`config.mk`:
```
export PLATFORM = sky130hd
export DESIGN_NAME = pn2d_fade
export DESIGN_NICKNAME = d
export VERILOG_FILES = /design/src/hw/rtl/pn2d_fade.sv
export SDC_FILE = /design/constraint.sdc
export NUM_CORES = 2
export LEC_CHECK = 0
export ABC_CLOCK_PERIOD_IN_PS = 18800
export BUFFER_PORTS_ARGS = -buffer_cell sky130_fd_sc_hd__buf_2
export CAP_MARGIN = 25
export CORE_AREA = 2 2 262 264
export CTS_CLUSTER_DIAMETER = 40
export DETAILED_ROUTE_END_ITERATION = 8
export DIE_AREA = 0 0 264 266
export PLACE_DENSITY_LB_ADDON = 0.15
export SYNTH_ARGS = -nofsm -noshare
export SYNTH_HDL_FRONTEND = slang
export SYNTH_SLANG_ARGS = --single-unit
```
`constraint.sdc`:
```
create_clock -name clk -period 18.8 [get_ports clk]
set_input_delay 1.88 -clock clk [delete_from_list [all_inputs] [get_ports clk]]
set_output_delay 1.88 -clock clk [all_outputs]
set_load 0.005 [all_outputs]
```
`src/hw/rtl/pn2d_fade.sv`:
```
// ----------------------------------------------------------------------------
// pn2d_fade: quintic fade curve 6t^5 - 15t^4 + 10t^3 in three stages
// square, cube with the inner quadratic, then the final product
// ----------------------------------------------------------------------------
module pn2d_fade #(
  parameter int FRAC_BITS = 16
) (
  input  logic                 clk,
  input  logic [2:0]           stage_en,
  input  logic [FRAC_BITS-1:0] frac_in,
  output logic [FRAC_BITS+2:0] fade_out
);

  localparam int FB = FRAC_BITS;
  localparam int SW = 2 * FB;
  localparam int QW = FB + 4;
  localparam int WW = FB + 3;
  localparam int PW = FB + QW;

  localparam logic [SW-1:0] HALF_S  = SW'(1) << (FB - 1);
  localparam logic [PW-1:0] HALF_P  = PW'(1) << (FB - 1);
  localparam logic [QW-1:0] TEN_ONE = QW'(10) << FB;

  logic [FB-1:0] t2_r, fa_r, t3_r;
  logic [QW-1:0] q_r;
  logic [SW-1:0] sq_rnd, cube_rnd;
  logic [QW-1:0] q_pos, q_neg, q_nxt;
  logic [PW-1:0] prod_rnd;

  // stage a: t^2 rounded
  assign sq_rnd = frac_in * frac_in + HALF_S;

  always_ff @(posedge clk) begin
    if (stage_en[0]) begin
      t2_r <= sq_rnd[SW-1:FB];
      fa_r <= frac_in;
    end
  end

  // stage b: t^3 rounded and 6t^2 - 15t + 10, clamped at zero
  assign cube_rnd = t2_r * fa_r + HALF_S;

  always_comb begin
    q_pos = (QW'(t2_r) << 2) + (QW'(t2_r) << 1) + TEN_ONE;
    q_neg = (QW'(fa_r) << 4) - QW'(fa_r);
    q_nxt = (q_pos >= q_neg) ? q_pos - q_neg : '0;
  end

  always_ff @(posedge clk) begin
    if (stage_en[1]) begin
      t3_r <= cube_rnd[SW-1:FB];
      q_r  <= q_nxt;
    end
  end

  // stage c: t^3 times the quadratic, rounded
  assign prod_rnd = t3_r * q_r + HALF_P;

  always_ff @(posedge clk) begin
    if (stage_en[2]) begin
      fade_out <= prod_rnd[FB +: WW];
    end
  end

endmodule

```
==> reports/qor.tcl <==
set qor(postLayoutCoreUtil_pct) 46.4
set qor(main_combinational_cell_family_by_area_after_synthesis) {adder cells}
set qor(htreeDepth) 3
set qor(die_x_um) 264
set qor(timing.slew.headroom_pct) 32.9
set qor(drt-total-wl_um) 70500
set qor(ys.warnings.count) 0
set qor(timing.clock.skew_ps) 18.7
set qor(worstSetupEndpointType) {register}
set qor(cp-start-kind) {primary input}
set qor(antenna_violations_before_repair) 2
set qor(die_area_um2) 70200
set qor(synthMuxAreaShare_pct) 0.121
set qor(worst-endpoint-required_ps) 18930
set qor(post_route_cells_drive_above_1_share_pct) 3.07
set qor(post-place-ws_ps) 10280
set qor(vias_per_cell) 5.11
set qor(synthesis.area_um2) 30100
set qor(cts_setup_buffers) 0
set qor(crit_path_top_delay_cell) {sky130_fd_sc_hd__fa_1}
set qor(async_reset_ff_share_pct) 0
set qor(synth_compound_gate_area_share_pct) 5.47
set qor(area.growth.synth_to_final_pct) 4.43
set qor(grt_pass1_wl_um) 119000
set qor(synth-seq-cells) 87
set qor(synth_xor_area_share_pct) 2.77
set qor(most_common_cell_after_layout_fill_and_taps_aside) {sky130_fd_sc_hd__inv_1}
set qor(clkSinkCount) 87
set qor(placeableCoreArea_um2) 67700
set qor(setup-violations-final) 0
set qor(port_buffers) 38
set qor(critPathKind) {in2reg}
set qor(ant_nets) 0
set qor(finalSetupTns_ps) 0
set qor(rsz0062_at_grt) {no}
set qor(synth_edf_count) 87
set qor(fin_nets) 4239
set qor(num_vias) 21000
set qor(drtIter0Drc) 907
set qor(grt_max_degree) 37
set qor(timing_max_transition_violations_final) 0
set qor(timing.critical_path.slowest_cell_delay_ps) 520
set qor(period_share_pct) 43.4
set qor(clk_pin_slew_ps) 70
set qor(clock_insertion_delay_worst_skew_ps) 400
set qor(count_of_buffering_cells_on_the_critical_path_with_inverters_included) 7
set qor(synth_cell_types) 67
set qor(timing.final.hold_violations) 0
set qor(route.detailed.drc) 0
set qor(placer_congestion_estimate) 0.849
set qor(final_setup_slack_of_the_worst_path_ps) 10640
set qor(syn_nets) 4275
set qor(place_hpwl_um) 56300
set qor(worst-slew-pin-transition_ps) 1010
set qor(total_grt_overflow) 0
set qor(cts_tree) {yes}
set qor(clock_path_buffers) 2
set qor(wl_per_cell_um) 17.1
set qor(floorplan.initialDensity_pct) 44.4
set qor(critical-path-top-delay-family) {adder cells}
set qor(i_o_pin_count) 39
set qor(die-height_um) 266
set qor(cts.root.buffer_cell) {sky130_fd_sc_hd__clkbuf_16}
set qor(cts_made_buffers) 9
set qor(synth_area_per_cell_um2) 9.22
set qor(worst-path-max-fanout) 17
set qor(synth_simple_gate_area_share_pct) 15.2
set qor(synth_seq_area_share_pct) 8.68
set qor(worst-endpoint-arrival_ps) 8300
set qor(grt_pass1_vias) 23400
set qor(ctsHoldBuffers) 0
set qor(std_cell_rows) 96
set qor(synth_fa_ha_area_share_pct) 56.4
set qor(firstDrtPassIters) 5
set qor(max_cap_violations) 0
set qor(achievable-frequency_ghz) 0.122
set qor(ys_dominant_reg_cell) {sky130_fd_sc_hd__edfxtp_1}
set qor(layout_min_cycle_time_ps) 8160
set qor(synthesis.instances) 3261
set qor(final_cell_mix) {sky130_fd_sc_hd__inv_1 (792), sky130_fd_sc_hd__fa_1 (604), sky130_fd_sc_hd__nand2_1 (409)}
set qor(num-fill-cells) 6580
set qor(hp-class) {reg2reg}
set qor(run_status) {finished, final reports clean}
set qor(groute.usage.overall_pct) 21.2
set qor(cts_resized) 0
worst paths after layout:
check / startpoint / to / slack, ps / cells past startpoint
worst max register to register: t3_r[3] / fade_out[18] / 11460 / 21
worst min-delay path: t2_r[0] / q_r[2] / 1100 / 4
worst max-delay path: frac_in[9] / t2_r[13] / 10640 / 25
worst min register to register: t2_r[0] / q_r[2] / 1100 / 4
flip-flops by register name, indices dropped and copies added (netlist names):
signal / cells
fa_r: 16
fade_out: 19
q_r: 20
t2_r: 16
t3_r: 16
synthesized netlist by cell type (5+ instances only):
master | count | area share (%)
sky130_fd_sc_hd__nand4_1 | 15 | 0.31
sky130_fd_sc_hd__clkbuf_1 | 106 | 1.3
sky130_fd_sc_hd__inv_1 | 792 | 9.9
sky130_fd_sc_hd__and2_1 | 322 | 6.7
sky130_fd_sc_hd__xnor2_1 | 60 | 1.7
sky130_fd_sc_hd__a21o_1 | 47 | 1.2
sky130_fd_sc_hd__nor3_1 | 24 | 0.40
sky130_fd_sc_hd__xor2_1 | 35 | 1.0
sky130_fd_sc_hd__nand2b_1 | 5 | 0.10
sky130_fd_sc_hd__nand2_1 | 409 | 5.1
sky130_fd_sc_hd__o21a_1 | 12 | 0.30
sky130_fd_sc_hd__nand3_1 | 22 | 0.37
sky130_fd_sc_hd__nor2_1 | 83 | 1.0
sky130_fd_sc_hd__a41oi_1 | 5 | 0.15
sky130_fd_sc_hd__o21bai_1 | 14 | 0.35
sky130_fd_sc_hd__nor2b_1 | 18 | 0.37
sky130_fd_sc_hd__edfxtp_1 | 87 | 8.7
sky130_fd_sc_hd__a21oi_1 | 68 | 1.1
sky130_fd_sc_hd__and3_1 | 8 | 0.17
sky130_fd_sc_hd__or3_1 | 5 | 0.10
sky130_fd_sc_hd__a211oi_1 | 6 | 0.15
sky130_fd_sc_hd__ha_1 | 390 | 16
sky130_fd_sc_hd__o21ai_0 | 39 | 0.65
sky130_fd_sc_hd__a31oi_1 | 8 | 0.17
sky130_fd_sc_hd__fa_1 | 604 | 40
sky130_fd_sc_hd__or2_2 | 8 | 0.17
worst register-to-register path: cells and delay by family (launching register included):
kind	cells	cell delay [ps]
buf+inv	3	150
xor+xnor	1	140
compound gates	6	1660
fa+ha+maj	7	3430
simple gates	4	790
flops	1	920
logic make-up (layout without fill, tap and decap cells):
group / after synthesis / after routing
adder cells (fa/ha/maj): 994 / 994
AND/OR/NAND/NOR: 931 / 931
buffers and inverters: 906 / 875
AO/OA/AOI/OAI: 245 / 245
XOR/XNOR: 95 / 95
flip-flops: 87 / 87
multiplexers: 3 / 3
other: 0 / 1
area by class of cell:
type | count | area (um^2) | share of cell area (%)
Sequential cell | 87 | 2610 | 8.32
Clock inverter | 6 | 43.8 | 0.139
Clock buffer | 10 | 229 | 0.729
Tap cell | 882 | 1100 | 3.51
Inverter | 794 | 2980 | 9.49
Multi-Input combinational cell | 2268 | 24100 | 76.6
Timing Repair Buffer | 65 | 393 | 1.25
Antenna cell | 1 | 2.50 | 0.00797
layer usage:
layer  GRT usage, %  vias up  share of wire [%]  routed length (um)
met5              0        -                  0                   0
met4           4.75        0                1.6                1150
met3           2.65       81                3.9                2780
met2           37.8      436                 50               35200
met1           27.5    10700                 44               31300
li1               -     9773                  -                   -
per-stage QoR:
step | std cells | area (um^2) | hold slack, ps
after floorplan | 3261 | 30100 | 758
after global placement | 4096 | 31100 | 1080
after detailed placement | 4096 | 31100 | 1080
after CTS | 4112 | 31400 | 1110
after global routing | 4112 | 31400 | 1140
final | 4113 | 31400 | 1100
Power is left out: the tool's default activity adds up to more than one toggle a clock period on the data nets, which glitch-free logic cannot reach.
